File: src/hw/rtl/wfa_pkg.sv
`timescale 1ns / 1ps

package wfa_pkg;

   // Configuration port
   localparam int CSR_ADDR_W = 6;
   localparam int CSR_DATA_W = 64;

   // Register indexes (paddr[5:3])
   localparam logic [2:0] REG_WINDOW_TYPE   = 3'd0;
   localparam logic [2:0] REG_Y_BOUNDS      = 3'd1;
   localparam logic [2:0] REG_Z_BOUNDS      = 3'd2;
   localparam logic [2:0] REG_CIRCLE_CENTER = 3'd3;
   localparam logic [2:0] REG_CIRCLE_RADIUS = 3'd4;
   localparam logic [2:0] REG_LAMBDA_BOUNDS = 3'd5;
   localparam logic [2:0] REG_REF_WL_INV    = 3'd6;

   // Window selection codes; the unused codes mean no window
   localparam logic [1:0] WIN_CIRCLE = 2'd1;
   localparam logic [1:0] WIN_RECT   = 2'd2;

   // 1/1.798 in Q8.24
   localparam logic [31:0] REF_WL_INV_RESET = 32'd9331043;

   // x / 100 for 16-bit x: (x * 5242) >> 19 is exact or one low
   localparam logic [31:0] DIV100_RECIP = 32'd5242;
   localparam int          DIV100_SHIFT = 19;
   localparam logic [31:0] HUNDRED      = 32'd100;
   localparam int          COL_W        = 10;

   localparam int TERM_W = 57;
   localparam int QUEUE_DEPTH = 2;

   localparam logic [63:0] MAX64 = 64'hFFFF_FFFF_FFFF_FFFF;
   localparam logic [47:0] MAX48 = 48'hFFFF_FFFF_FFFF;
   localparam logic [31:0] MAX32 = 32'hFFFF_FFFF;

   typedef struct packed {
      logic [1:0]  window_type;
      logic [63:0] y_bounds;
      logic [63:0] z_bounds;
      logic [63:0] circle_center;
      logic [31:0] circle_radius;
      logic [63:0] lambda_bounds;
      logic [31:0] ref_wavelength_inverse;
   } cfg_type;

   typedef struct packed {
      logic [31:0] pos_y;
      logic [31:0] pos_z;
      logic [31:0] wavelength;
      logic [31:0] probability;
      logic [15:0] color;
      logic        end_of_block;
   } item_type;

   // Classified event passed from front to back
   typedef struct packed {
      logic        take;
      logic [31:0] wavelength;
      logic [31:0] probability;
      logic [15:0] color;
   } qent_type;

   typedef enum logic [2:0] {
      F_IDLE,
      F_DIFF,
      F_SQ_Y,
      F_SQ_Z,
      F_SQ_R,
      F_DECIDE,
      F_PUSH
   } front_state_type;

   typedef enum logic [3:0] {
      B_IDLE,
      B_PW,
      B_HI,
      B_LO,
      B_TERM,
      B_SQ,
      B_Q100,
      B_COL,
      B_WC,
      B_ACC
   } back_state_type;

endpackage

File: src/hw/rtl/wfa_queue.sv
`timescale 1ns / 1ps

module wfa_queue (
   input  logic                clock,
   input  logic                reset,
   input  logic                push_valid,
   output logic                push_ready,
   input  wfa_pkg::qent_type   push_entry,
   output logic                pop_valid,
   input  logic                pop_ready,
   output wfa_pkg::qent_type   pop_entry
);

   localparam int PTR_W = $clog2(wfa_pkg::QUEUE_DEPTH);
   localparam int CNT_W = $clog2(wfa_pkg::QUEUE_DEPTH + 1);

   wfa_pkg::qent_type entry_ff [wfa_pkg::QUEUE_DEPTH];
   logic [PTR_W-1:0] wr_ptr_ff, rd_ptr_ff;
   logic [CNT_W-1:0] cnt_ff;
   logic             do_push, do_pop;

   assign push_ready = (cnt_ff != CNT_W'(wfa_pkg::QUEUE_DEPTH));
   assign pop_valid  = (cnt_ff != '0);
   assign pop_entry  = entry_ff[rd_ptr_ff];
   assign do_push    = push_valid & push_ready;
   assign do_pop     = pop_valid & pop_ready;

   always_ff @(posedge clock) begin
      if (reset) begin
         wr_ptr_ff <= '0;
         rd_ptr_ff <= '0;
         cnt_ff    <= '0;
      end else begin
         if (do_push)
            wr_ptr_ff <= (wr_ptr_ff == PTR_W'(wfa_pkg::QUEUE_DEPTH - 1)) ? '0 : wr_ptr_ff + 1'b1;
         if (do_pop)
            rd_ptr_ff <= (rd_ptr_ff == PTR_W'(wfa_pkg::QUEUE_DEPTH - 1)) ? '0 : rd_ptr_ff + 1'b1;
         if (do_push && !do_pop)      cnt_ff <= cnt_ff + 1'b1;
         else if (!do_push && do_pop) cnt_ff <= cnt_ff - 1'b1;
      end
   end

   always_ff @(posedge clock) begin
      if (do_push) entry_ff[wr_ptr_ff] <= push_entry;
   end

endmodule

File: config.mk
export PLATFORM = sky130hd
export DESIGN_NAME = wfa_queue
export DESIGN_NICKNAME = d
export VERILOG_FILES = /design/src/hw/rtl/wfa_pkg.sv /design/src/hw/rtl/wfa_queue.sv
export SDC_FILE = /design/constraint.sdc
export NUM_CORES = 1
export LEC_CHECK = 0
export ABC_AREA = 1
export BUFFER_PORTS_ARGS = -buffer_cell sky130_fd_sc_hd__buf_2
export CORE_AREA = 2 2 131 133
export CTS_CLUSTER_SIZE = 16
export DETAILED_ROUTE_END_ITERATION = 7
export DIE_AREA = 0 0 133 135
export GPL_TIMING_DRIVEN = 0
export SYNTH_ARGS = -nofsm -noshare
export SYNTH_HDL_FRONTEND = slang
export SYNTH_SLANG_ARGS = --single-unit
File: constraint.sdc
create_clock -name clock -period 5.5 [get_ports clock]
set_clock_uncertainty 0.05 [all_clocks]
set_input_delay 0.55 -clock clock [delete_from_list [all_inputs] [get_ports clock]]
set_output_delay 0.55 -clock clock [all_outputs]
set_load 0.02 [all_outputs]
==> flow_summary.json <==
{
  "mostFrequentLayoutCells": "buf_2 (167), edfxtp_1 (162), mux2_4 (80)",
  "initial_utilization_pct": 39.54,
  "min_path_cells": 1,
  "post_drt_wl_per_cell_um": 15.77,
  "cp_slowest_cell": "dfxtp_1",
  "grt_pass1_wl_um": 17480,
  "first_global_vias": 3414,
  "syn_inst": 289,
  "max_slew_margin_pct": 40.01,
  "synth_top_cell_by_area": "edfxtp_1",
  "core_area_um2": 16410,
  "total_leakage_power_uw": 0.003260,
  "finalSetupViolCount": 0,
  "dieArea_um2": 17960,
  "fmax_ghz": 0.4478,
  "grt_setup_unrepaired": "false",
  "path_max_fanout": 10,
  "grt.overflow.total": 0,
  "power_density_nw_per_um2": 474.2,
  "r2r_end": "entry_ff[0][12]",
  "vias": 3214,
  "cts_setup_buffers": 0,
  "antenna_found_initial": 1,
  "holdPathEnd": "entry_ff[1][47]",
  "r2r_cells": 5,
  "multi_input_area_um2": 1336,
  "cts_resized": 0,
  "min_from": "push_entry[47]",
  "h-tree-depth": 4,
  "syn_to_final_growth_pct": 27.46,
  "finalPower_uw": 3921,
  "fillers": 1385,
  "via_per_inst": 4.514,
  "r2r_slack_ns": 3.39,
  "holdCritPathClass": "input pin to flip-flop",
  "drt_iter0_drc": 113,
  "die_width_um": 133,
  "worst_slack_ns": 3.267,
  "synthTopCellsByArea": "edfxtp_1 (75%), mux2_4 (19%), buf_12 (2.5%)",
  "final.period_utilization_pct": 40.60,
  "place_area_um2": 7694,
  "clk_latency_ns": 0.41,
  "grt_usage_pct": 12.97,
  "grt_start_max_net_pins": 31,
  "antennaDiodeCount": 0,
  "die_h_um": 135,
  "dp_slack_ns": 3.243,
  "clk_pin_slew_worst_paths_ns": 0.06,
  "globalplace.congestion": 0.6713,
  "nNetsFinal": 565,
  "critical_path_class": "flip-flop to output port",
  "yosysSeqAreaShare_pct": 76.53,
  "cts.sinks": 167,
  "synth_warnings": 0,
  "setup.worst_path.end_class": "output port",
  "timing.rr.start": "cnt_ff[0]",
  "maxCapViolCount": 0,
  "port_buffers": 167,
  "required_ns": 4.90,
  "wirelength_um": 11230,
  "num_rows": 47,
  "synth.cell_area_um2": 6487,
  "firstDrtPassIters": 4,
  "ir_drop_mv": 0.2109,
  "crit_chain": "buf_6 -> buf_12 -> mux2_4 -> buf_2",
  "clock_path_buffers": 2,
  "run_status": "completed",
  "synth.distinct_cells": 14,
  "yosys.area.top_type_share_pct": 74.99,
  "drive_gt1_share_pct": 59.35,
  "synth_seq_cells": 167,
  "clockRootBuffer": "clkbuf_16",
  "ios": 168,
  "worst_slew_pin_slew_ns": 0.8977,
  "finalMaxSlewViolations": 0,
  "synth_nets": 375,
  "cts_tree": "yes",
  "period_needed_ns": 2.233,
  "final_util_pct": 50.40,
  "cp_data_arrival_time_ns": 1.63,
  "worstSetupStartpointType": "flip-flop",
  "hpwl_um": 7633,
  "synth_area_per_cell_um2": 22.45,
  "ant_nets": 0,
  "cts_hold_buf": 0,
  "cts_buffers": 17,
  "hold_viol_final": 0,
  "final_common_cell": "buf_2",
  "regArea_um2": 4965,
  "stdcell_area_um2": 8269,
  "slowest_delay_ns": 0.32,
  "drc": 0
}
## worst max-delay path, delay by kind of cell (launching register included)
kind	cells	cell delay (ns)
buffers and inverters	3	0.58
DFF	1	0.32
muxes	1	0.30
## per-stage QoR
stage          cells  hold WS (ns)  setup TNS (ns)
2_1_floorplan    289        0.4145               0
3_3_place_gp     676        0.4325         -200.92
3_5_place_dp     680        0.4400               0
4_1_cts          712        0.2470               0
5_1_grt          712        0.2442               0
6_report         712        0.2725               0
## cells in the mapped netlist, drive strengths merged
library cell  count
a21oi             2
buf               9
dfxtp             5
edfxtp          162
ha                1
inv               8
mux2             81
nand2             9
nand3             2
nand4             1
nor2              7
o21ai             2
## metal layers
metal | vias up | global-route usage [%] | routed length (µm) | part of all wire, %
met5 | - | 0 | 0 | 0
met4 | 0 | 4.361 | 136 | 1.2
met3 | 10 | 5.293 | 793 | 7.1
met2 | 110 | 22.05 | 5757 | 51
li1 | 1514 | - | - | -
met1 | 1580 | 14.98 | 4542 | 40
## how the worst max path moves through the flow
stage	end	slack, ns	cells past startpoint	from
after floorplan	entry_ff[0][0]	0.85	4	cnt_ff[0]
after global placement	entry_ff[0][55]	-1.25	3	push_valid
after detailed placement	entry_ff[0][11]	3.24	4	push_valid
after CTS	pop_entry[63]	3.22	4	flip-flop
after global routing	pop_entry[63]	3.19	4	flip-flop
final	pop_entry[69]	3.27	4	flip-flop
## where the power goes
group	switching, µW	internal (µW)
logic	609	515
clock network	478	669
registers	42.6	1610
## final cells by class
| cell class | instances | area share (%) |
|---|---|---|
| Multi-Input combinational cell | 105 | 16.16 |
| Sequential cell | 167 | 60.04 |
| Inverter | 8 | 0.3631 |
| Tap cell | 220 | 3.329 |
| Clock inverter | 15 | 1.816 |
| Buffer | 9 | 2.073 |
| Timing Repair Buffer | 171 | 11.08 |
| Clock buffer | 17 | 5.145 |
## state kept, by name, indices dropped and copies added (netlist names), named ones only
register   count
wr_ptr_ff      1
cnt_ff         2
rd_ptr_ff      1
entry_ff     162
## cells by family (layout without fill, tap and decap cells)
logic type / count (synthesis) / after routing / synth area share (%)
AND/OR/NAND/NOR: 19 / 19 / 1.177
AO/OA/AOI/OAI: 4 / 4 / 0.3086
buffers and inverters: 17 / 220 / 3.105
multiplexers: 81 / 81 / 18.69
adder cells (fa/ha/maj): 1 / 1 / 0.1928
flip-flops: 167 / 167 / 76.53
(Power assumes the default switching activity.)
