**src/hw/rtl/wfa_pkg.sv**
```systemverilog
`timescale 1ns / 1ps

package wfa_pkg;

   // Configuration port
   localparam int CSR_ADDR_W = 6;
   localparam int CSR_DATA_W = 64;

   // Register indexes (paddr[5:3])
   localparam logic [2:0] REG_WINDOW_TYPE   = 3'd0;
   localparam logic [2:0] REG_Y_BOUNDS      = 3'd1;
   localparam logic [2:0] REG_Z_BOUNDS      = 3'd2;
   localparam logic [2:0] REG_CIRCLE_CENTER = 3'd3;
   localparam logic [2:0] REG_CIRCLE_RADIUS = 3'd4;
   localparam logic [2:0] REG_LAMBDA_BOUNDS = 3'd5;
   localparam logic [2:0] REG_REF_WL_INV    = 3'd6;

   // Window selection codes; the unused codes mean no window
   localparam logic [1:0] WIN_CIRCLE = 2'd1;
   localparam logic [1:0] WIN_RECT   = 2'd2;

   // 1/1.798 in Q8.24
   localparam logic [31:0] REF_WL_INV_RESET = 32'd9331043;

   // x / 100 for 16-bit x: (x * 5242) >> 19 is exact or one low
   localparam logic [31:0] DIV100_RECIP = 32'd5242;
   localparam int          DIV100_SHIFT = 19;
   localparam logic [31:0] HUNDRED      = 32'd100;
   localparam int          COL_W        = 10;

   localparam int TERM_W = 57;
   localparam int QUEUE_DEPTH = 2;

   localparam logic [63:0] MAX64 = 64'hFFFF_FFFF_FFFF_FFFF;
   localparam logic [47:0] MAX48 = 48'hFFFF_FFFF_FFFF;
   localparam logic [31:0] MAX32 = 32'hFFFF_FFFF;

   typedef struct packed {
      logic [1:0]  window_type;
      logic [63:0] y_bounds;
      logic [63:0] z_bounds;
      logic [63:0] circle_center;
      logic [31:0] circle_radius;
      logic [63:0] lambda_bounds;
      logic [31:0] ref_wavelength_inverse;
   } cfg_type;

   typedef struct packed {
      logic [31:0] pos_y;
      logic [31:0] pos_z;
      logic [31:0] wavelength;
      logic [31:0] probability;
      logic [15:0] color;
      logic        end_of_block;
   } item_type;

   // Classified event passed from front to back
   typedef struct packed {
      logic        take;
      logic [31:0] wavelength;
      logic [31:0] probability;
      logic [15:0] color;
   } qent_type;

   typedef enum logic [2:0] {
      F_IDLE,
      F_DIFF,
      F_SQ_Y,
      F_SQ_Z,
      F_SQ_R,
      F_DECIDE,
      F_PUSH
   } front_state_type;

   typedef enum logic [3:0] {
      B_IDLE,
      B_PW,
      B_HI,
      B_LO,
      B_TERM,
      B_SQ,
      B_Q100,
      B_COL,
      B_WC,
      B_ACC
   } back_state_type;

endpackage

```
**src/hw/rtl/wfa_csr.sv**
```systemverilog
`timescale 1ns / 1ps

module wfa_csr (
   input  logic                              clock,
   input  logic                              reset,
   input  logic                              csr_psel,
   input  logic                              csr_penable,
   input  logic                              csr_pwrite,
   input  logic [wfa_pkg::CSR_ADDR_W-1:0]    csr_paddr,
   input  logic [wfa_pkg::CSR_DATA_W-1:0]    csr_pwdata,
   output logic [wfa_pkg::CSR_DATA_W-1:0]    csr_prdata,
   output logic                              csr_pready,
   output wfa_pkg::cfg_type                  cfg
);

   wfa_pkg::cfg_type cfg_ff;
   logic             wr_en;
   logic [2:0]       reg_idx;

   assign csr_pready = 1'b1;
   assign wr_en      = csr_psel & csr_penable & csr_pwrite;
   assign reg_idx    = csr_paddr[5:3];
   assign cfg        = cfg_ff;

   always_ff @(posedge clock) begin
      if (reset) begin
         cfg_ff.window_type            <= 2'd0;
         cfg_ff.y_bounds               <= '0;
         cfg_ff.z_bounds               <= '0;
         cfg_ff.circle_center          <= '0;
         cfg_ff.circle_radius          <= '0;
         cfg_ff.lambda_bounds          <= '0;
         cfg_ff.ref_wavelength_inverse <= wfa_pkg::REF_WL_INV_RESET;
      end else if (wr_en) begin
         case (reg_idx)
            wfa_pkg::REG_WINDOW_TYPE:   cfg_ff.window_type   <= csr_pwdata[1:0];
            wfa_pkg::REG_Y_BOUNDS:      cfg_ff.y_bounds      <= csr_pwdata;
            wfa_pkg::REG_Z_BOUNDS:      cfg_ff.z_bounds      <= csr_pwdata;
            wfa_pkg::REG_CIRCLE_CENTER: cfg_ff.circle_center <= csr_pwdata;
            wfa_pkg::REG_CIRCLE_RADIUS: cfg_ff.circle_radius <= csr_pwdata[31:0];
            wfa_pkg::REG_LAMBDA_BOUNDS: cfg_ff.lambda_bounds <= csr_pwdata;
            wfa_pkg::REG_REF_WL_INV:    cfg_ff.ref_wavelength_inverse <= csr_pwdata[31:0];
            default: ;
         endcase
      end
   end

   always_comb begin
      case (reg_idx)
         wfa_pkg::REG_WINDOW_TYPE:   csr_prdata = {62'd0, cfg_ff.window_type};
         wfa_pkg::REG_Y_BOUNDS:      csr_prdata = cfg_ff.y_bounds;
         wfa_pkg::REG_Z_BOUNDS:      csr_prdata = cfg_ff.z_bounds;
         wfa_pkg::REG_CIRCLE_CENTER: csr_prdata = cfg_ff.circle_center;
         wfa_pkg::REG_CIRCLE_RADIUS: csr_prdata = {32'd0, cfg_ff.circle_radius};
         wfa_pkg::REG_LAMBDA_BOUNDS: csr_prdata = cfg_ff.lambda_bounds;
         wfa_pkg::REG_REF_WL_INV:    csr_prdata = {32'd0, cfg_ff.ref_wavelength_inverse};
         default:                    csr_prdata = '0;
      endcase
   end

endmodule

```
**config.mk**
```make
export PLATFORM = sky130hd
export DESIGN_NAME = wfa_csr
export DESIGN_NICKNAME = d
export VERILOG_FILES = /design/src/hw/rtl/wfa_pkg.sv /design/src/hw/rtl/wfa_csr.sv
export SDC_FILE = /design/constraint.sdc
export NUM_CORES = 1
export LEC_CHECK = 0
export BUFFER_PORTS_ARGS = -buffer_cell sky130_fd_sc_hd__buf_2
export CORE_ASPECT_RATIO = 0.9
export CORE_MARGIN = 1.5
export CORE_UTILIZATION = 25
export CTS_BUF_LIST = sky130_fd_sc_hd__clkbuf_8
export DETAILED_ROUTE_END_ITERATION = 10
export GPL_ROUTABILITY_DRIVEN = 0
export HOLD_SLACK_MARGIN = 0.15
export SKIP_LAST_GASP = 1
export SLEW_MARGIN = 20
export SYNTH_ARGS = -nofsm -noshare
export SYNTH_HDL_FRONTEND = slang
export SYNTH_SLANG_ARGS = --single-unit
```
**constraint.sdc**
```tcl
create_clock -name clock -period 1.2 [get_ports clock]
set_input_delay 0.12 -clock clock [delete_from_list [all_inputs] [get_ports clock]]
set_output_delay 0.12 -clock clock [all_outputs]
set_load 0.01 [all_outputs]
```
==> run_results.csv <==
group,metric,value,unit
power_and_ir_drop,p_total,23.8,mW
synth,yosysSeqAreaShare,43.5,%
route,top_layer_used,"met5",
critical_path,crit_path_max_fanout,2,
route,wl_per_cell,22.8,um
synth,async_reset_ff_share,0,%
floorplanning,die-area,0.0608,sq mm
place,port_buffers,457,
power_and_ir_drop,ir_drop,0.678,mV
timing,fin_skew,0,ns
timing,finalCriticalPeriod,1.86,ns
synth,synth_nets,1598,
timing,slew_viol_final,0,
critical_path,crit_required,1.08,ns
synth,synth.top_cells.by_area,"dfxtp_1, mux2i_1, nand2b_1",
synth,synthFlopType,"dfxtp_1",
timing,finalHoldViolations,0,
floorplanning,die_w,260,um
critical_path,crit_type,"flip-flop to primary output",
power_and_ir_drop,swShare,27.4,%
global_route,first_global_vias,15968,
synth,yosys.area.top_type_share,43.5,%
clocking,clk_pin_slew,0.06,ns
power_and_ir_drop,seqPwrFrac,44.8,%
timing,setup_viol,383,
clocking,clock-sinks,322,
timing,setup_ws,-0.657,ns
floorplanning,io_pins,462,
route,met1_length,29000,um
outcome,outcome,"finished with violations",
synth,synth.distinct_cells,36,
timing,rsz0062_at_grt,"yes",
floorplanning,initial_core_util,25.3,%
run,drv_cap,0,
final_layout,finalCoreUtilization,44.7,%
critical_path,cp.arrival,1.74,ns
place,place.detailed.hpwl,42500,um
route,vias_per_cell,5.08,
route,postRouteWirelength,69900,um
final_layout,drive_above_1_share,61.1,%
timing,max_freq,538,MHz
timing,holdWs,0.191,ns
clocking,clock-root-buffer,"clkbuf_8",
global_route,grt-ovfl-total,0,
outcome,violations,"negative setup slack",
final_layout,largest_reg_flops,322,
power_and_ir_drop,cellInternalPower,17.3,mW
synth,ys_warn_count,0,
route,drt_iter0_drc,1197,
synth,synth_edf_count,0,
place,dp_cells,2768,
final_layout,final_cell_count_no_fill,3067,
route,via_count,15590,
power_and_ir_drop,powerDensity,909,mW/mm^2
power_and_ir_drop,combPwrFrac,12.2,%
route,drt_first_pass_iters,9,
route,wl_met2,33400,um
final_layout,num-nets-final,2330,
global_route,grt_max_degree,81,
synth,synth_seq_cells,322,
power_and_ir_drop,p_sw,6.53,mW
power_and_ir_drop,p_leak,11.4,nW
floorplanning,die_h,234,um
critical_path,critPathLaunchType,"flip-flop",
route,routed-wl-met3,4780,um
power_and_ir_drop,p_clk_share,43.0,%
timing,post-route-period-util,155,%
synth,synth_cells,1523,
clocking,cts_buffers,57,
min_path,hold_path_class,"input port to flip-flop",
clocking,clk_latency,0.63,ns
route,drc,0,
synth,avgSynthCellArea,9.74,sq um
global_route,grt_antenna_before_repair,1,
final_layout,area_delta_synth_final,76.6,%
floorplanning,coreArea,0.0585,sq mm
critical_path,worstSetupEndpointType,"primary output",
floorplanning,rows,84,
synth,syn_area,0.0148,sq mm
clocking,max-clock-path-buffers,3,
synth,yosys-top-cells-count,"dfxtp_1, nand2b_1, mux2i_1, a22oi_1, clkbuf_1",
synth,synth.largest_area_cell,"dfxtp_1",
global_route,track_usage,20.8,%
route,drtAntennaViolNets,0,
synth,yosys.cell_count.top_type,"dfxtp_1",
clocking,ctsHtreeMaxLevel,2,
final_layout,fill_cells,5232,
clocking,cts_tree,"done",
global_route,grt_pass1_wl,97500,um
==> critical path: stages, from the launching register on <==
cell	delay, ns
dfxtp_2	0.32
mux2_4	0.28
a221oi_4	0.27
a21oi_2	0.07
buf_2	0.17
==> stage by stage <==
step	setup slack (ns)	TNS [ns]	area, sq um
final	-0.657	-45.91	26200
after global routing	-0.756	-71.32	26200
after CTS	-0.685	-80.56	24800
after detailed placement	-0.416	-91.45	19600
after global placement	-0.418	-85.42	19600
after floorplan	-0.0129	-0.129	15200
==> cell usage in the layout, fill, tap and decap left out, types with 3 or more instances in the layout <==
master,netlist,final
nand3_1,66,65
mux2i_1,270,270
mux2_4,0,4
clkinvlp_4,0,3
clkbuf_16,0,6
o221ai_2,0,16
a32oi_1,4,3
o21ai_1,0,6
buf_4,21,137
a221oi_2,0,14
clkbuf_8,0,70
dfxtp_4,0,98
a21oi_2,0,26
buf_2,40,167
a22oi_2,0,101
nor2b_4,0,5
a221oi_4,0,4
dlygate4sd3_1,0,65
dfxtp_2,0,224
buf_6,6,392
nor2_1,22,22
buf_12,0,52
inv_1,2,18
o22ai_2,0,33
o21ai_0,68,62
a22oi_1,109,8
nand2_2,2,5
clkinv_2,0,5
mux2_2,25,21
a21oi_1,74,48
nand2b_1,312,311
==> final timing paths <==
kind / start / to / slack (ns) / depth (start not counted)
worst max-delay path: cfg[115]$_SDFFE_PP0P_ / csr_prdata[19] / -0.66 / 4
worst min-delay path: csr_pwrite / cfg[288]$_SDFFE_PP0P_ / 0.19 / 5
worst min register to register: cfg[257]$_SDFFE_PP0P_ / cfg[257]$_SDFFE_PP0P_ / 0.49 / 2
worst max register to register: cfg[115]$_SDFFE_PP0P_ / cfg[115]$_SDFFE_PP0P_ / 0.28 / 5
==> cell type report <==
cell class                      instances  area, sq um  share of cell area, %
Sequential cell                       322         7090                   27.1
Inverter                                3         16.3                 0.0621
Antenna cell                            1         2.50                0.00956
Multi-Input combinational cell       1049         8830                   33.7
Clock inverter                         27          155                  0.592
Tap cell                              774          968                   3.70
Timing Repair Buffer                  822         8180                   31.2
Clock buffer                           69          950                   3.63
==> cells by family (layout without fill, tap and decap cells) <==
kind of cell           count (synthesis)  in the layout  synth area share, %
buffers and inverters                152            921                 5.02
muxes                                295            295                 20.1
DFF                                  322            322                 43.5
and+or+nand+nor                      424            424                 17.1
AOI/OAI and AO/OA                    329            329                 14.3
other                                  1              2               0.0253
==> power groups by stage <==
stage	combinational [mW]	sequential (mW)	clock, mW
2_1_floorplan	1.09	11.1	0
3_3_place_gp	2.23	11.1	0
3_5_place_dp	2.26	11.1	0
4_1_cts	2.66	10.8	10.4
5_1_grt	3.03	10.7	10.9
6_report	2.91	10.7	10.2
==> metal layers <==
layer	global-route usage, %	vias up
met3	3.86	209
met5	0	-
met1	26.1	7668
met2	34.6	784
met4	9.72	2
li1	-	6927
==> timing repair <==
item | in CTS | in global routing
setup endpoints to repair | 386 | 469
gates cloned | 0 | 7
buffers inserted | 61 | 106
pin swaps | 38 | 32
resized for setup | 769 | 267
hold buffers | 107 | 0
hold endpoints to repair | 322 | 0
Power figures use the tool's default switching activity.
