--- src/hw/rtl/wfa_pkg.sv ---
`timescale 1ns / 1ps

package wfa_pkg;

   // Configuration port
   localparam int CSR_ADDR_W = 6;
   localparam int CSR_DATA_W = 64;

   // Register indexes (paddr[5:3])
   localparam logic [2:0] REG_WINDOW_TYPE   = 3'd0;
   localparam logic [2:0] REG_Y_BOUNDS      = 3'd1;
   localparam logic [2:0] REG_Z_BOUNDS      = 3'd2;
   localparam logic [2:0] REG_CIRCLE_CENTER = 3'd3;
   localparam logic [2:0] REG_CIRCLE_RADIUS = 3'd4;
   localparam logic [2:0] REG_LAMBDA_BOUNDS = 3'd5;
   localparam logic [2:0] REG_REF_WL_INV    = 3'd6;

   // Window selection codes; the unused codes mean no window
   localparam logic [1:0] WIN_CIRCLE = 2'd1;
   localparam logic [1:0] WIN_RECT   = 2'd2;

   // 1/1.798 in Q8.24
   localparam logic [31:0] REF_WL_INV_RESET = 32'd9331043;

   // x / 100 for 16-bit x: (x * 5242) >> 19 is exact or one low
   localparam logic [31:0] DIV100_RECIP = 32'd5242;
   localparam int          DIV100_SHIFT = 19;
   localparam logic [31:0] HUNDRED      = 32'd100;
   localparam int          COL_W        = 10;

   localparam int TERM_W = 57;
   localparam int QUEUE_DEPTH = 2;

   localparam logic [63:0] MAX64 = 64'hFFFF_FFFF_FFFF_FFFF;
   localparam logic [47:0] MAX48 = 48'hFFFF_FFFF_FFFF;
   localparam logic [31:0] MAX32 = 32'hFFFF_FFFF;

   typedef struct packed {
      logic [1:0]  window_type;
      logic [63:0] y_bounds;
      logic [63:0] z_bounds;
      logic [63:0] circle_center;
      logic [31:0] circle_radius;
      logic [63:0] lambda_bounds;
      logic [31:0] ref_wavelength_inverse;
   } cfg_type;

   typedef struct packed {
      logic [31:0] pos_y;
      logic [31:0] pos_z;
      logic [31:0] wavelength;
      logic [31:0] probability;
      logic [15:0] color;
      logic        end_of_block;
   } item_type;

   // Classified event passed from front to back
   typedef struct packed {
      logic        take;
      logic [31:0] wavelength;
      logic [31:0] probability;
      logic [15:0] color;
   } qent_type;

   typedef enum logic [2:0] {
      F_IDLE,
      F_DIFF,
      F_SQ_Y,
      F_SQ_Z,
      F_SQ_R,
      F_DECIDE,
      F_PUSH
   } front_state_type;

   typedef enum logic [3:0] {
      B_IDLE,
      B_PW,
      B_HI,
      B_LO,
      B_TERM,
      B_SQ,
      B_Q100,
      B_COL,
      B_WC,
      B_ACC
   } back_state_type;

endpackage

--- src/hw/rtl/wfa_front.sv ---
`timescale 1ns / 1ps

module wfa_front (
   input  logic                clock,
   input  logic                reset,
   input  wfa_pkg::cfg_type    cfg,
   input  logic                in_valid,
   output logic                in_ready,
   input  wfa_pkg::item_type   in_item,
   output logic                push_valid,
   input  logic                push_ready,
   output wfa_pkg::qent_type   push_entry
);

   wfa_pkg::front_state_type state_ff, state_in;

   logic [31:0] y_ff, z_ff, wl_ff, p_ff;
   logic [15:0] color_ff;
   logic        eob_ff;
   logic [31:0] dy_ff, dz_ff;
   logic [63:0] prod_ff, sqy_ff, sqz_ff;
   logic        take_ff;

   logic [31:0] mul_a, mul_b;
   logic [32:0] diff_y, diff_z;
   logic [64:0] dist_sq;
   logic        circ_out, rect_out, lam_on, lam_out, win_out;
   logic [31:0] lmin, lmax;

   always_comb begin
      state_in   = state_ff;
      in_ready   = 1'b0;
      push_valid = 1'b0;
      mul_a      = '0;
      mul_b      = '0;
      case (state_ff)
         wfa_pkg::F_IDLE: begin
            in_ready = 1'b1;
            if (in_valid) state_in = wfa_pkg::F_DIFF;
         end
         wfa_pkg::F_DIFF: state_in = wfa_pkg::F_SQ_Y;
         wfa_pkg::F_SQ_Y: begin
            mul_a    = dy_ff;
            mul_b    = dy_ff;
            state_in = wfa_pkg::F_SQ_Z;
         end
         wfa_pkg::F_SQ_Z: begin
            mul_a    = dz_ff;
            mul_b    = dz_ff;
            state_in = wfa_pkg::F_SQ_R;
         end
         wfa_pkg::F_SQ_R: begin
            mul_a    = cfg.circle_radius;
            mul_b    = cfg.circle_radius;
            state_in = wfa_pkg::F_DECIDE;
         end
         wfa_pkg::F_DECIDE: state_in = wfa_pkg::F_PUSH;
         wfa_pkg::F_PUSH: begin
            push_valid = 1'b1;
            if (push_ready) state_in = wfa_pkg::F_IDLE;
         end
         default: state_in = wfa_pkg::F_IDLE;
      endcase
   end

   always_ff @(posedge clock) begin
      if (reset) state_ff <= wfa_pkg::F_IDLE;
      else       state_ff <= state_in;
   end

   // Signed distance to circle center, 33 bits before abs
   assign diff_y = {y_ff[31], y_ff} - {cfg.circle_center[31], cfg.circle_center[31:0]};
   assign diff_z = {z_ff[31], z_ff} - {cfg.circle_center[63], cfg.circle_center[63:32]};

   // prod_ff holds r^2 during DECIDE
   assign dist_sq  = {1'b0, sqy_ff} + {1'b0, sqz_ff};
   assign circ_out = dist_sq > {1'b0, prod_ff};
   assign rect_out = ($signed(y_ff) < $signed(cfg.y_bounds[31:0]))  ||
                     ($signed(y_ff) > $signed(cfg.y_bounds[63:32])) ||
                     ($signed(z_ff) < $signed(cfg.z_bounds[31:0]))  ||
                     ($signed(z_ff) > $signed(cfg.z_bounds[63:32]));
   assign lmin    = cfg.lambda_bounds[31:0];
   assign lmax    = cfg.lambda_bounds[63:32];
   assign lam_on  = (lmin != '0) && (lmax != '0);
   assign lam_out = lam_on && ((wl_ff < lmin) || (wl_ff > lmax));

   always_comb begin
      case (cfg.window_type)
         wfa_pkg::WIN_CIRCLE: win_out = circ_out;
         wfa_pkg::WIN_RECT:   win_out = rect_out;
         default:             win_out = 1'b0;
      endcase
   end

   always_ff @(posedge clock) begin
      if (state_ff == wfa_pkg::F_IDLE && in_valid) begin
         y_ff     <= in_item.pos_y;
         z_ff     <= in_item.pos_z;
         wl_ff    <= in_item.wavelength;
         p_ff     <= in_item.probability;
         color_ff <= in_item.color;
         eob_ff   <= in_item.end_of_block;
      end
      if (state_ff == wfa_pkg::F_DIFF) begin
         dy_ff <= diff_y[32] ? 32'(-diff_y) : diff_y[31:0];
         dz_ff <= diff_z[32] ? 32'(-diff_z) : diff_z[31:0];
      end
      prod_ff <= mul_a * mul_b;
      if (state_ff == wfa_pkg::F_SQ_Z) sqy_ff <= prod_ff;
      if (state_ff == wfa_pkg::F_SQ_R) sqz_ff <= prod_ff;
      if (state_ff == wfa_pkg::F_DECIDE) take_ff <= !eob_ff && !win_out && !lam_out;
   end

   assign push_entry.take        = take_ff;
   assign push_entry.wavelength  = wl_ff;
   assign push_entry.probability = p_ff;
   assign push_entry.color       = color_ff;

endmodule

--- config.mk ---
export PLATFORM = sky130hd
export DESIGN_NAME = wfa_front
export DESIGN_NICKNAME = d
export VERILOG_FILES = /design/src/hw/rtl/wfa_pkg.sv /design/src/hw/rtl/wfa_front.sv
export SDC_FILE = /design/constraint.sdc
export NUM_CORES = 2
export LEC_CHECK = 0
export BUFFER_PORTS_ARGS = -buffer_cell sky130_fd_sc_hd__buf_2
export CAP_MARGIN = 25
export CORE_AREA = 10 10 412 294
export CTS_CLUSTER_DIAMETER = 50
export CTS_CLUSTER_SIZE = 20
export DETAILED_ROUTE_END_ITERATION = 10
export DIE_AREA = 0 0 422 304
export PLACE_DENSITY = 0.72
export SLEW_MARGIN = 20
export SYNTH_ARGS = -nofsm -noshare
export SYNTH_HDL_FRONTEND = slang
export SYNTH_SLANG_ARGS = --single-unit
--- constraint.sdc ---
create_clock -name clock -period 11.96 [get_ports clock]
set_clock_uncertainty 0.05 [all_clocks]
set_input_delay 3.588 -clock clock [delete_from_list [all_inputs] [get_ports clock]]
set_output_delay 3.588 -clock clock [all_outputs]
set_load 0.01 [all_outputs]
==> results.json <==
{
  "finalWirelength_microns": 173000,
  "hold_viol": 0,
  "synth_ff_type": "edfxtp_1",
  "required_ns": 12.43,
  "die_h_microns": 304,
  "final_max_slew_viol_count": 0,
  "stdcell_count": 8083,
  "routedWlPerCell_microns": 21.3,
  "synthesis.area_sq_um": 56100,
  "yosysWarnings": 0,
  "end_kind": "flip-flop",
  "arrival_ns": 11.83,
  "hold_depth": 0,
  "cts_max_path_buffers": 3,
  "placed_area_sq_um": 61300,
  "antenna_found_initial": 22,
  "stdcell_area_sq_um": 63200,
  "drc": 0,
  "critical_path.most_common_cell": "fa_1",
  "cts-root-buf": "clkbuf_16",
  "dieArea_sq_um": 128000,
  "post_cts_buffers": 0,
  "reg2reg_depth": 34,
  "cts-hold-fix-buffers": 0,
  "critPathMaxStageDelay_ns": 0.57,
  "portBuffers": 521,
  "tritoncts": "yes",
  "routed-via-count": 43800,
  "overflow": 0,
  "vias_per_cell": 5.41,
  "status": "finished, final reports clean",
  "critPathKind": "in2reg",
  "timing.slew.headroom": 0.311,
  "nNetsFinal": 8425,
  "synth.net_count": 7837,
  "hold_path_class": "reg2reg",
  "syn_inst": 5904,
  "numClockSinks": 402,
  "synth_edf_count": 336,
  "power.density_nw_per_um2": 89.6,
  "num_rows": 104,
  "core_area_sq_um": 114000,
  "syn_to_final_growth_pct": 12.7,
  "synthDistinctLibCells": 90,
  "hpwl_microns": 147000,
  "syn_avg_cell_area_sq_um": 9.50,
  "ctsHtreeMaxLevel": 2,
  "tightest_slew_ns": 1.03,
  "placed_cells": 7976,
  "drv_cap": 0,
  "cts_resized": 0,
  "grt_start_max_net_pins": 81,
  "cts_made_buffers": 49,
  "rsz0062_at_grt": "false",
  "ioPinCount": 554,
  "place_ws_ns": 0.0882,
  "fillers": 10000,
  "clkLatencyLatePin_ns": 0.63,
  "ys_ff_latch": 402,
  "ys_seq_area_frac": 0.204,
  "drt_iter0_markers": 3962,
  "slowest_stage": "fa_1",
  "die_width_microns": 422,
  "ant_nets": 0,
  "initial_utilization": 0.494,
  "power_leakage_nw": 33.1,
  "place.gp.congestion": 1.02,
  "fin_crit_sh": 0.950,
  "fin_ws_ns": 0.601,
  "ir_worst_vdd_v": 0.000153,
  "grt_pass1_vias": 45800,
  "first_pass_iters": 6,
  "setup_viol": 0,
  "start_kind": "primary input",
  "grtUsageTotal": 0.266,
  "clkTransAtPathRegs_ns": 0.08,
  "async_flop_share": 0,
  "post-route-min-period_ns": 11.36,
  "crit_path_max_fanout": 8,
  "drive_gt1_frac": 0.125,
  "tns_ns": 0,
  "grt_first_pass_wirelength_microns": 267000,
  "max_freq_mhz": 88.0
}
-- Yosys cell counts, types with 9 or more instances --
cell,number,area [sq um]
inv_1,1398,5250
fa_1,794,15900
ha_1,668,8360
nor2_1,421,1580
nand2_1,408,1530
edfxtp_1,336,10100
a21oi_1,251,1260
a21o_1,224,1680
o21ai_0,172,861
xnor2_1,168,1470
clkbuf_1,128,480
xor2_1,80,701
nand4_1,77,482
dfxtp_1,66,1320
nand3_1,58,290
nor2b_1,51,319
o21a_1,45,338
nor3_1,44,220
nand2b_1,40,250
mux2i_1,35,350
and3_1,32,200
nor4_1,28,175
a31oi_1,27,169
and2_1,27,169
a211oi_1,26,195
o21bai_1,21,158
o211ai_1,20,150
o31ai_1,15,113
buf_1,14,52.6
or3_1,11,68.8
a221oi_1,10,87.6
o2111ai_1,10,87.6
o211a_1,10,100
o21ai_1,10,50.1
a21boi_0,9,67.6
a41oi_1,9,78.8
nor3b_1,9,67.6
-- final timing paths --
check / from / to / slack [ns]
worst max-delay path: cfg[113] / prod_ff[63] / 0.60
worst min-delay path: prod_ff[38] / sqz_ff[38] / 0.40
worst max register to register: state_ff[1] / prod_ff[61] / 1.96
worst min register to register: prod_ff[38] / sqz_ff[38] / 0.40
-- metrics by stage --
step	power, mW	hold slack, ns	util
final	5.66	0.403	0.556
after global routing	5.99	0.423	0.556
after CTS	5.65	0.406	0.555
after detailed placement	4.02	0.390	0.540
after global placement	3.96	0.383	0.539
after floorplan	3.25	0.376	-
-- state kept, by name (all words and copies together) (netlist names), 32 cells and up --
signal,cells
sqy_ff,63
prod_ff,63
z_ff,32
sqz_ff,63
y_ff,32
dy_ff,32
p_ff,32
dz_ff,32
wl_ff,32
-- power by group --
group	switching, mW	total [mW]	internal, mW
registers	0.111	1.85	1.74
clock network	0.757	1.62	0.860
logic	1.34	2.19	0.855
total	2.21	5.66	3.45
-- cell usage in the layout (no fill, tap or decap), types with 9 or more instances in the layout --
cell	instances
a41oi_1	9
a221oi_1	10
o21ai_1	18
a21o_1	224
edfxtp_1	336
and2_1	26
nor3_1	43
nor4_1	28
mux2i_1	35
nand4_1	77
fa_1	794
a21boi_0	9
clkbuf_16	50
nand3_1	58
a31oi_1	26
a211oi_1	26
buf_2	521
buf_4	160
nand2b_1	40
a21oi_1	251
o211a_1	10
o21bai_1	21
diode_2	15
dfxtp_1	65
o21a_1	45
and3_1	32
ha_1	668
o2111ai_1	10
xnor2_1	168
o211ai_1	20
nand2_1	408
or3_1	11
o21ai_0	163
xor2_1	80
nor2b_1	51
clkinv_1	11
inv_1	1397
nor2_1	421
o31ai_1	15
inv_12	11
-- worst max-delay path, delay by kind of cell --
| kind | cells | cell delay (ns) |
|---|---|---|
| adders and majority gates | 9 | 4.40 |
| buffers and inverters | 7 | 0.81 |
| AOI/OAI and AO/OA | 10 | 2.20 |
| and+or+nand+nor | 4 | 0.82 |
-- cell families (layout without fill, tap and decap cells) --
group                    Yosys count  after routing  synth area share
flip-flops                       402            402             0.204
AND/OR/NAND/NOR                 1257           1257             0.103
AO/OA/AOI/OAI                    943            943             0.110
other                              0             15                 0
buffers and inverters           1555           2182             0.105
XOR/XNOR                         248            248            0.0387
adder cells (fa/ha/maj)         1462           1462             0.433
multiplexers                      37             37           0.00665
-- metal layers --
metal	wire length, microns	vias up	track usage
li1	-	20200	-
met1	73700	21200	0.365
met2	72000	2047	0.391
met3	20300	309	0.0908
met4	6400	8	0.0874
met5	64	-	0
-- cell type report --
cell class                      instances  area (sq um)  area share
Multi-Input combinational cell       3947         38800       0.615
Sequential cell                       402         11400       0.181
Inverter                             1406          5280      0.0836
Timing Repair Buffer                  686          3910      0.0619
Tap cell                             1537          1920      0.0304
Clock buffer                           51          1250      0.0199
Clock inverter                         39           531     0.00840
Antenna cell                           15          37.5    0.000594
Power figures use the tool's default switching activity.
