## src/hw/rtl/wfa_pkg.sv

```systemverilog
`timescale 1ns / 1ps

package wfa_pkg;

   // Configuration port
   localparam int CSR_ADDR_W = 6;
   localparam int CSR_DATA_W = 64;

   // Register indexes (paddr[5:3])
   localparam logic [2:0] REG_WINDOW_TYPE   = 3'd0;
   localparam logic [2:0] REG_Y_BOUNDS      = 3'd1;
   localparam logic [2:0] REG_Z_BOUNDS      = 3'd2;
   localparam logic [2:0] REG_CIRCLE_CENTER = 3'd3;
   localparam logic [2:0] REG_CIRCLE_RADIUS = 3'd4;
   localparam logic [2:0] REG_LAMBDA_BOUNDS = 3'd5;
   localparam logic [2:0] REG_REF_WL_INV    = 3'd6;

   // Window selection codes; the unused codes mean no window
   localparam logic [1:0] WIN_CIRCLE = 2'd1;
   localparam logic [1:0] WIN_RECT   = 2'd2;

   // 1/1.798 in Q8.24
   localparam logic [31:0] REF_WL_INV_RESET = 32'd9331043;

   // x / 100 for 16-bit x: (x * 5242) >> 19 is exact or one low
   localparam logic [31:0] DIV100_RECIP = 32'd5242;
   localparam int          DIV100_SHIFT = 19;
   localparam logic [31:0] HUNDRED      = 32'd100;
   localparam int          COL_W        = 10;

   localparam int TERM_W = 57;
   localparam int QUEUE_DEPTH = 2;

   localparam logic [63:0] MAX64 = 64'hFFFF_FFFF_FFFF_FFFF;
   localparam logic [47:0] MAX48 = 48'hFFFF_FFFF_FFFF;
   localparam logic [31:0] MAX32 = 32'hFFFF_FFFF;

   typedef struct packed {
      logic [1:0]  window_type;
      logic [63:0] y_bounds;
      logic [63:0] z_bounds;
      logic [63:0] circle_center;
      logic [31:0] circle_radius;
      logic [63:0] lambda_bounds;
      logic [31:0] ref_wavelength_inverse;
   } cfg_type;

   typedef struct packed {
      logic [31:0] pos_y;
      logic [31:0] pos_z;
      logic [31:0] wavelength;
      logic [31:0] probability;
      logic [15:0] color;
      logic        end_of_block;
   } item_type;

   // Classified event passed from front to back
   typedef struct packed {
      logic        take;
      logic [31:0] wavelength;
      logic [31:0] probability;
      logic [15:0] color;
   } qent_type;

   typedef enum logic [2:0] {
      F_IDLE,
      F_DIFF,
      F_SQ_Y,
      F_SQ_Z,
      F_SQ_R,
      F_DECIDE,
      F_PUSH
   } front_state_type;

   typedef enum logic [3:0] {
      B_IDLE,
      B_PW,
      B_HI,
      B_LO,
      B_TERM,
      B_SQ,
      B_Q100,
      B_COL,
      B_WC,
      B_ACC
   } back_state_type;

endpackage

```

## src/hw/rtl/wfa_back.sv

```systemverilog
`timescale 1ns / 1ps

module wfa_back (
   input  logic                clock,
   input  logic                reset,
   input  wfa_pkg::cfg_type    cfg,
   input  logic                pop_valid,
   output logic                pop_ready,
   input  wfa_pkg::qent_type   pop_entry,
   output logic                rsp_valid,
   input  logic                rsp_ready,
   output logic                rsp_counted,
   output logic [63:0]         rsp_intensity_sum,
   output logic [63:0]         rsp_intensity_square_sum,
   output logic [31:0]         rsp_event_count,
   output logic [47:0]         rsp_color_sum,
   output logic [63:0]         rsp_weighted_color_sum
);

   wfa_pkg::back_state_type state_ff, state_in;

   logic                       take_ff;
   logic [31:0]                wl_ff, p_ff;
   logic [15:0]                color_ff;
   logic [63:0]                prod_ff, a_ff, hi_ff, sq_ff;
   logic [wfa_pkg::TERM_W-1:0] term_ff;
   logic [wfa_pkg::COL_W-1:0]  q_ff, col_ff;

   logic                       rsp_valid_ff, counted_ff;
   logic [63:0]                int_acc_ff, sq_acc_ff, wc_acc_ff;
   logic [31:0]                cnt_acc_ff;
   logic [47:0]                col_acc_ff;

   logic [31:0]                mul_a, mul_b;
   logic                       load;
   logic [64:0]                mid_sum;
   logic [wfa_pkg::TERM_W-1:0] term_in;
   logic [15:0]                rem16;
   logic [wfa_pkg::COL_W-1:0]  col_raw, col_in;
   logic [64:0]                int_sum, sq_sum, wc_sum;
   logic [48:0]                col_sum;

   always_comb begin
      state_in  = state_ff;
      pop_ready = 1'b0;
      load      = 1'b0;
      mul_a     = '0;
      mul_b     = '0;
      case (state_ff)
         wfa_pkg::B_IDLE: begin
            pop_ready = 1'b1;
            if (pop_valid) state_in = pop_entry.take ? wfa_pkg::B_PW : wfa_pkg::B_ACC;
         end
         wfa_pkg::B_PW: begin
            mul_a    = p_ff;
            mul_b    = wl_ff;
            state_in = wfa_pkg::B_HI;
         end
         wfa_pkg::B_HI: begin
            mul_a    = prod_ff[63:32];
            mul_b    = cfg.ref_wavelength_inverse;
            state_in = wfa_pkg::B_LO;
         end
         wfa_pkg::B_LO: begin
            mul_a    = a_ff[31:0];
            mul_b    = cfg.ref_wavelength_inverse;
            state_in = wfa_pkg::B_TERM;
         end
         wfa_pkg::B_TERM: begin
            mul_a    = {16'd0, color_ff};
            mul_b    = wfa_pkg::DIV100_RECIP;
            state_in = wfa_pkg::B_SQ;
         end
         wfa_pkg::B_SQ: begin
            mul_a    = term_ff[31:0];
            mul_b    = term_ff[31:0];
            state_in = wfa_pkg::B_Q100;
         end
         wfa_pkg::B_Q100: begin
            mul_a    = {{(32 - wfa_pkg::COL_W){1'b0}}, q_ff};
            mul_b    = wfa_pkg::HUNDRED;
            state_in = wfa_pkg::B_COL;
         end
         wfa_pkg::B_COL: state_in = wfa_pkg::B_WC;
         wfa_pkg::B_WC: begin
            mul_a    = {{(32 - wfa_pkg::COL_W){1'b0}}, col_ff};
            mul_b    = p_ff;
            state_in = wfa_pkg::B_ACC;
         end
         wfa_pkg::B_ACC: begin
            // result register free now or freed at this edge
            if (!rsp_valid_ff || rsp_ready) begin
               load     = 1'b1;
               state_in = wfa_pkg::B_IDLE;
            end
         end
         default: state_in = wfa_pkg::B_IDLE;
      endcase
   end

   always_ff @(posedge clock) begin
      if (reset) state_ff <= wfa_pkg::B_IDLE;
      else       state_ff <= state_in;
   end

   // term = (p*wl*inv) >> 40, built from two 32x32 partial products
   assign mid_sum = {1'b0, hi_ff} + {33'd0, prod_ff[63:32]};
   assign term_in = (cfg.ref_wavelength_inverse == '0) ?
                    {{(wfa_pkg::TERM_W - 32){1'b0}}, p_ff} : mid_sum[64:8];

   // color / 100 + color % 100 from the low estimate of the quotient; remainder below 200
   assign rem16   = color_ff - prod_ff[15:0];
   assign col_raw = q_ff + {2'd0, rem16[7:0]};
   assign col_in  = (rem16[7:0] >= 8'd100) ? col_raw - 10'd99 : col_raw;

   always_ff @(posedge clock) begin
      if (state_ff == wfa_pkg::B_IDLE && pop_valid) begin
         take_ff  <= pop_entry.take;
         wl_ff    <= pop_entry.wavelength;
         p_ff     <= pop_entry.probability;
         color_ff <= pop_entry.color;
      end
      if (state_ff != wfa_pkg::B_ACC) prod_ff <= mul_a * mul_b;
      if (state_ff == wfa_pkg::B_HI)   a_ff    <= prod_ff;
      if (state_ff == wfa_pkg::B_LO)   hi_ff   <= prod_ff;
      if (state_ff == wfa_pkg::B_TERM) term_ff <= term_in;
      if (state_ff == wfa_pkg::B_SQ)
         q_ff <= prod_ff[wfa_pkg::DIV100_SHIFT +: wfa_pkg::COL_W];
      if (state_ff == wfa_pkg::B_Q100)
         sq_ff <= (term_ff[wfa_pkg::TERM_W-1:32] != '0) ? wfa_pkg::MAX64 : prod_ff;
      if (state_ff == wfa_pkg::B_COL) col_ff <= col_in;
   end

   assign int_sum = {1'b0, int_acc_ff} + {{(65 - wfa_pkg::TERM_W){1'b0}}, term_ff};
   assign sq_sum  = {1'b0, sq_acc_ff} + {1'b0, sq_ff};
   assign wc_sum  = {1'b0, wc_acc_ff} + {23'd0, prod_ff[41:0]};
   assign col_sum = {1'b0, col_acc_ff} + {39'd0, col_ff};

   always_ff @(posedge clock) begin
      if (reset) begin
         rsp_valid_ff <= 1'b0;
         int_acc_ff   <= '0;
         sq_acc_ff    <= '0;
         cnt_acc_ff   <= '0;
         col_acc_ff   <= '0;
         wc_acc_ff    <= '0;
      end else begin
         if (load)           rsp_valid_ff <= 1'b1;
         else if (rsp_ready) rsp_valid_ff <= 1'b0;
         if (load && take_ff) begin
            int_acc_ff <= int_sum[64] ? wfa_pkg::MAX64 : int_sum[63:0];
            sq_acc_ff  <= sq_sum[64]  ? wfa_pkg::MAX64 : sq_sum[63:0];
            wc_acc_ff  <= wc_sum[64]  ? wfa_pkg::MAX64 : wc_sum[63:0];
            col_acc_ff <= col_sum[48] ? wfa_pkg::MAX48 : col_sum[47:0];
            if (cnt_acc_ff != wfa_pkg::MAX32) cnt_acc_ff <= cnt_acc_ff + 1'b1;
         end
      end
   end

   always_ff @(posedge clock) begin
      if (load) counted_ff <= take_ff;
   end

   assign rsp_valid                = rsp_valid_ff;
   assign rsp_counted              = counted_ff;
   assign rsp_intensity_sum        = int_acc_ff;
   assign rsp_intensity_square_sum = sq_acc_ff;
   assign rsp_event_count          = cnt_acc_ff;
   assign rsp_color_sum            = col_acc_ff;
   assign rsp_weighted_color_sum   = wc_acc_ff;

endmodule

```

## config.mk

```make
export PLATFORM = sky130hd
export DESIGN_NAME = wfa_back
export DESIGN_NICKNAME = d
export VERILOG_FILES = /design/src/hw/rtl/wfa_pkg.sv /design/src/hw/rtl/wfa_back.sv
export SDC_FILE = /design/constraint.sdc
export NUM_CORES = 2
export LEC_CHECK = 0
export BUFFER_PORTS_ARGS = -buffer_cell sky130_fd_sc_hd__clkbuf_2
export CAP_MARGIN = 20
export CORE_ASPECT_RATIO = 0.5
export CORE_MARGIN = 1
export CORE_UTILIZATION = 23
export DETAILED_ROUTE_END_ITERATION = 10
export PLACE_DENSITY = 0.45
export SETUP_SLACK_MARGIN = 0.3
export SLEW_MARGIN = 40
export SYNTH_ARGS = -nofsm -noshare
export SYNTH_HDL_FRONTEND = slang
export SYNTH_SLANG_ARGS = --single-unit
```

## constraint.sdc

```tcl
create_clock -name clock -period 11.05 [get_ports clock]
set_clock_uncertainty 0.2 [all_clocks]
set_input_delay 1.105 -clock clock [delete_from_list [all_inputs] [get_ports clock]]
set_output_delay 1.105 -clock clock [all_outputs]
set_load 0.03 [all_outputs]
```

==> flow_summary.json <==
{
  "hpwl_um": 233000,
  "cts.path.max_buffers": 3,
  "post_drt_wl_per_cell_um": 24.3,
  "slew_violations": 0,
  "final_common_cell": "inv_1",
  "grt_start_max_net_pins": 86,
  "finalNetCount": 9730,
  "synth_edf_count": 383,
  "cp-start-kind": "flop",
  "clock_latency_ns": 0.70,
  "fmax_mhz": 94.9,
  "power.density_mw_per_mm2": 172,
  "synthAdderAreaFrac_pct": 34.9,
  "min_path_cells": 1,
  "p_comb_share_pct": 53.4,
  "synthCells": 7580,
  "crit_family": "adder cells",
  "ctsHoldBuffers": 0,
  "setup_viol": 0,
  "critical_path_depth": 32,
  "cp_slowest_cell": "fa_1",
  "hp-class": "flop to flop",
  "fin_crit_sh_pct": 95.4,
  "dieArea_mm2": 0.303,
  "coreArea_mm2": 0.297,
  "yosys_most_used_dff": "edfxtp_1",
  "drive_gt1_share_pct": 11.0,
  "synthDistinctLibCells": 84,
  "min_from": "rsp_weighted_color_sum[60]$_SDFFE_PP0P_",
  "area_growth_pct": 15.6,
  "startpoint": "state_ff[2]$_SDFFE_PP0P_",
  "grt_pass1_wl_um": 414000,
  "endpoint_kind": "flop",
  "outcome": "finished with violations",
  "synth_xor_area_share_pct": 4.46,
  "setup_tns_ns": 0,
  "ff2ff_path_depth": 32,
  "cts_tree": "built",
  "numCtsBuffers": 82,
  "io_pins": 682,
  "critPathArrivalTime_ns": 10.76,
  "io_buffers": 391,
  "synth.net_count": 9373,
  "fp-row-count": 141,
  "wl_um": 291000,
  "synthSimpleGateAreaFrac_pct": 15.6,
  "htreeDepth": 3,
  "p_sw_w": 0.00645,
  "postCtsSetupRepairBufs": 0,
  "cts.sinks": 660,
  "synth_top_area_share_pct": 26.1,
  "drtIter0Drc": 5258,
  "p_int_w": 0.00732,
  "clockRootBuffer": "clkbuf_16",
  "netlist_area_mm2": 0.0691,
  "path_class": "flop to flop",
  "synth_async_sr_flop_share_pct": 0,
  "ys_seq_area_share_pct": 24.7,
  "avgSynthCellArea_um2": 9.11,
  "swShare_pct": 46.8,
  "r2r-start": "state_ff[2]$_SDFFE_PP0P_",
  "ys_ff_latch": 660,
  "drv_cap": 0,
  "drt_first_pass_iters": 8,
  "critPathMaxStageDelay_ns": 0.79,
  "grt_util_all_layers_pct": 18.8,
  "cp_max_fo": 17,
  "slew_headroom_pct": 32.0,
  "synth_compound_area_share_pct": 11.9,
  "synth_top_area_cell": "fa_1",
  "clk_pin_slew_ns": 0.06,
  "finalPower_w": 0.0138,
  "remaining_drc_errors": 8,
  "gp_congestion": 0.963,
  "muxShareOfSynthArea_pct": 0.563,
  "path_buf_inv": 7,
  "gr-total-overflow": 0,
  "via_per_inst": 4.76,
  "clkPwrFrac_pct": 20.7,
  "die_w_um": 777,
  "die_h_um": 390,
  "crit_top_cell": "fa_1",
  "start_util_pct": 23.3,
  "p_leak_nw": 35.3,
  "ant_nets": 0,
  "irDropWorstVdd_mv": 0.134,
  "violations": "DRC",
  "finalWorstPathRequiredPeriod_ns": 10.54,
  "worstPathRequired_ns": 11.27,
  "rsz0062_at_grt": "true",
  "synth_top_family_by_area": "adder cells",
  "p_seq_share_pct": 25.9,
  "hold_viol": 0,
  "max_slew.worst_pin.slew_ns": 1.01,
  "antenna_found_initial": 18,
  "yosysWarnings": 0,
  "final_cell_mix": "1058 x inv_1, 938 x nor2_1, 902 x fa_1",
  "yosys-top-cells-area": "fa_1 26%, edfxtp_1 17%, ha_1 8.8%",
  "grt_pass1_vias": 56900,
  "vias": 57200
}
-- worst reg2reg max path, delay by kind of cell (launching register included) --
kind | cells | cell delay (ns)
adders and majority gates | 9 | 4.49
AOI/OAI and AO/OA | 11 | 2.89
buffers and inverters | 7 | 1.09
and+or+nand+nor | 4 | 1.06
DFF | 1 | 0.47
xor gates and xnor gates | 1 | 0.11
-- final timing paths --
kind / to / slack (ns)
worst min register to register: rsp_weighted_color_sum[60]$_SDFFE_PP0P_ / 0.30
worst max-delay path: prod_ff[62]$_DFFE_PP_ / 0.51
worst max register to register: prod_ff[62]$_DFFE_PP_ / 0.51
worst min-delay path: rsp_weighted_color_sum[60]$_SDFFE_PP0P_ / 0.30
-- Yosys cell counts (43+ instances only) --
library cell and count:
xor2_1 172, fa_1 902, nand2_1 842, and3_1 98, o21ai_0 194, clkbuf_1 353
a211oi_1 109, nand4_1 100, a311oi_1 75, a22oi_1 51, o21bai_1 53, or3_1 74
inv_1 1059, xnor2_1 180, nor2_1 946, a31oi_1 43, nor3_1 60, a21oi_1 363
nand3_1 124, edfxtp_1 383, dfxtp_1 277, a21o_1 162, ha_1 484
-- metal layers --
metal | track usage (%) | part of all wire [%]
met1 | 25.9 | 44
met2 | 29.5 | 44
met3 | 4.19 | 8.9
met4 | 5.23 | 3.0
met5 | 0 | 0.016
-- logic make-up (layout without fill, tap and decap cells) --
family                     after synthesis  count (layout)
AOI/OAI and AO/OA                     1254            1254
xor gates and xnor gates               352             352
adders and majority gates             1386            1386
buffers and inverters                 1445            1869
DFF                                    660             660
muxes                                   38              38
other                                    0               6
and+or+nand+nor                       2445            2445
-- flip-flops by register name, summed over array words and instances, names as in the netlist --
| signal | count |
|---|---|
| prod_ff | 64 |
| p_ff | 32 |
| hi_ff | 64 |
| rsp_counted | 1 |
| rsp_intensity_sum | 64 |
| wl_ff | 32 |
| rsp_color_sum | 48 |
| a_ff | 32 |
| rsp_intensity_square_sum | 64 |
| term_ff | 57 |
| rsp_weighted_color_sum | 64 |
| sq_ff | 64 |
| color_ff | 16 |
| take_ff | 1 |
| rsp_event_count | 32 |
| q_ff | 10 |
| col_ff | 10 |
| rsp_valid | 1 |
| state_ff | 4 |
-- timing repair --
item | 4_1_cts | 5_1_grt
endpoints found under the hold margin | 0 | 0
gates resized for setup | 0 | 15
endpoints found under the setup margin | 0 | 7
-- area by class of cell --
| type | count | area, um^2 |
|---|---|---|
| fillers | 31900 | 217000 |
| multi-input cells | 5475 | 46700 |
| flip-flops and latches | 660 | 17100 |
| well taps | 4004 | 5010 |
| repair buffers | 659 | 4300 |
| inverters | 1059 | 3980 |
| clock buffers | 107 | 2260 |
| clock inverters | 44 | 539 |
| diodes | 6 | 15.0 |
-- stage by stage --
stage	setup slack [ns]	utilization, %	hold WS [ns]	cell area [um^2]	cells
floorplan	0.511	-	0.256	69100	7580
global placement	0.376	25.9	0.282	76800	11800
detailed placement	0.313	25.9	0.293	77000	11900
CTS	0.314	26.9	0.304	79800	12000
global route	0.279	26.9	0.320	79900	12000
finish	0.514	26.9	0.302	79900	12000
-- power by group through the flow --
| stage | clock network, W | logic (W) | registers [W] |
|---|---|---|---|
| global placement | 0 | 0.00706 | 0.00365 |
| floorplan | 0 | 0.00425 | 0.00318 |
| finish | 0.00285 | 0.00735 | 0.00356 |
| detailed placement | 0 | 0.00716 | 0.00360 |
| global route | 0.00299 | 0.00794 | 0.00354 |
| CTS | 0.00291 | 0.00721 | 0.00355 |
Note: power is estimated with default switching activity, not from simulation.
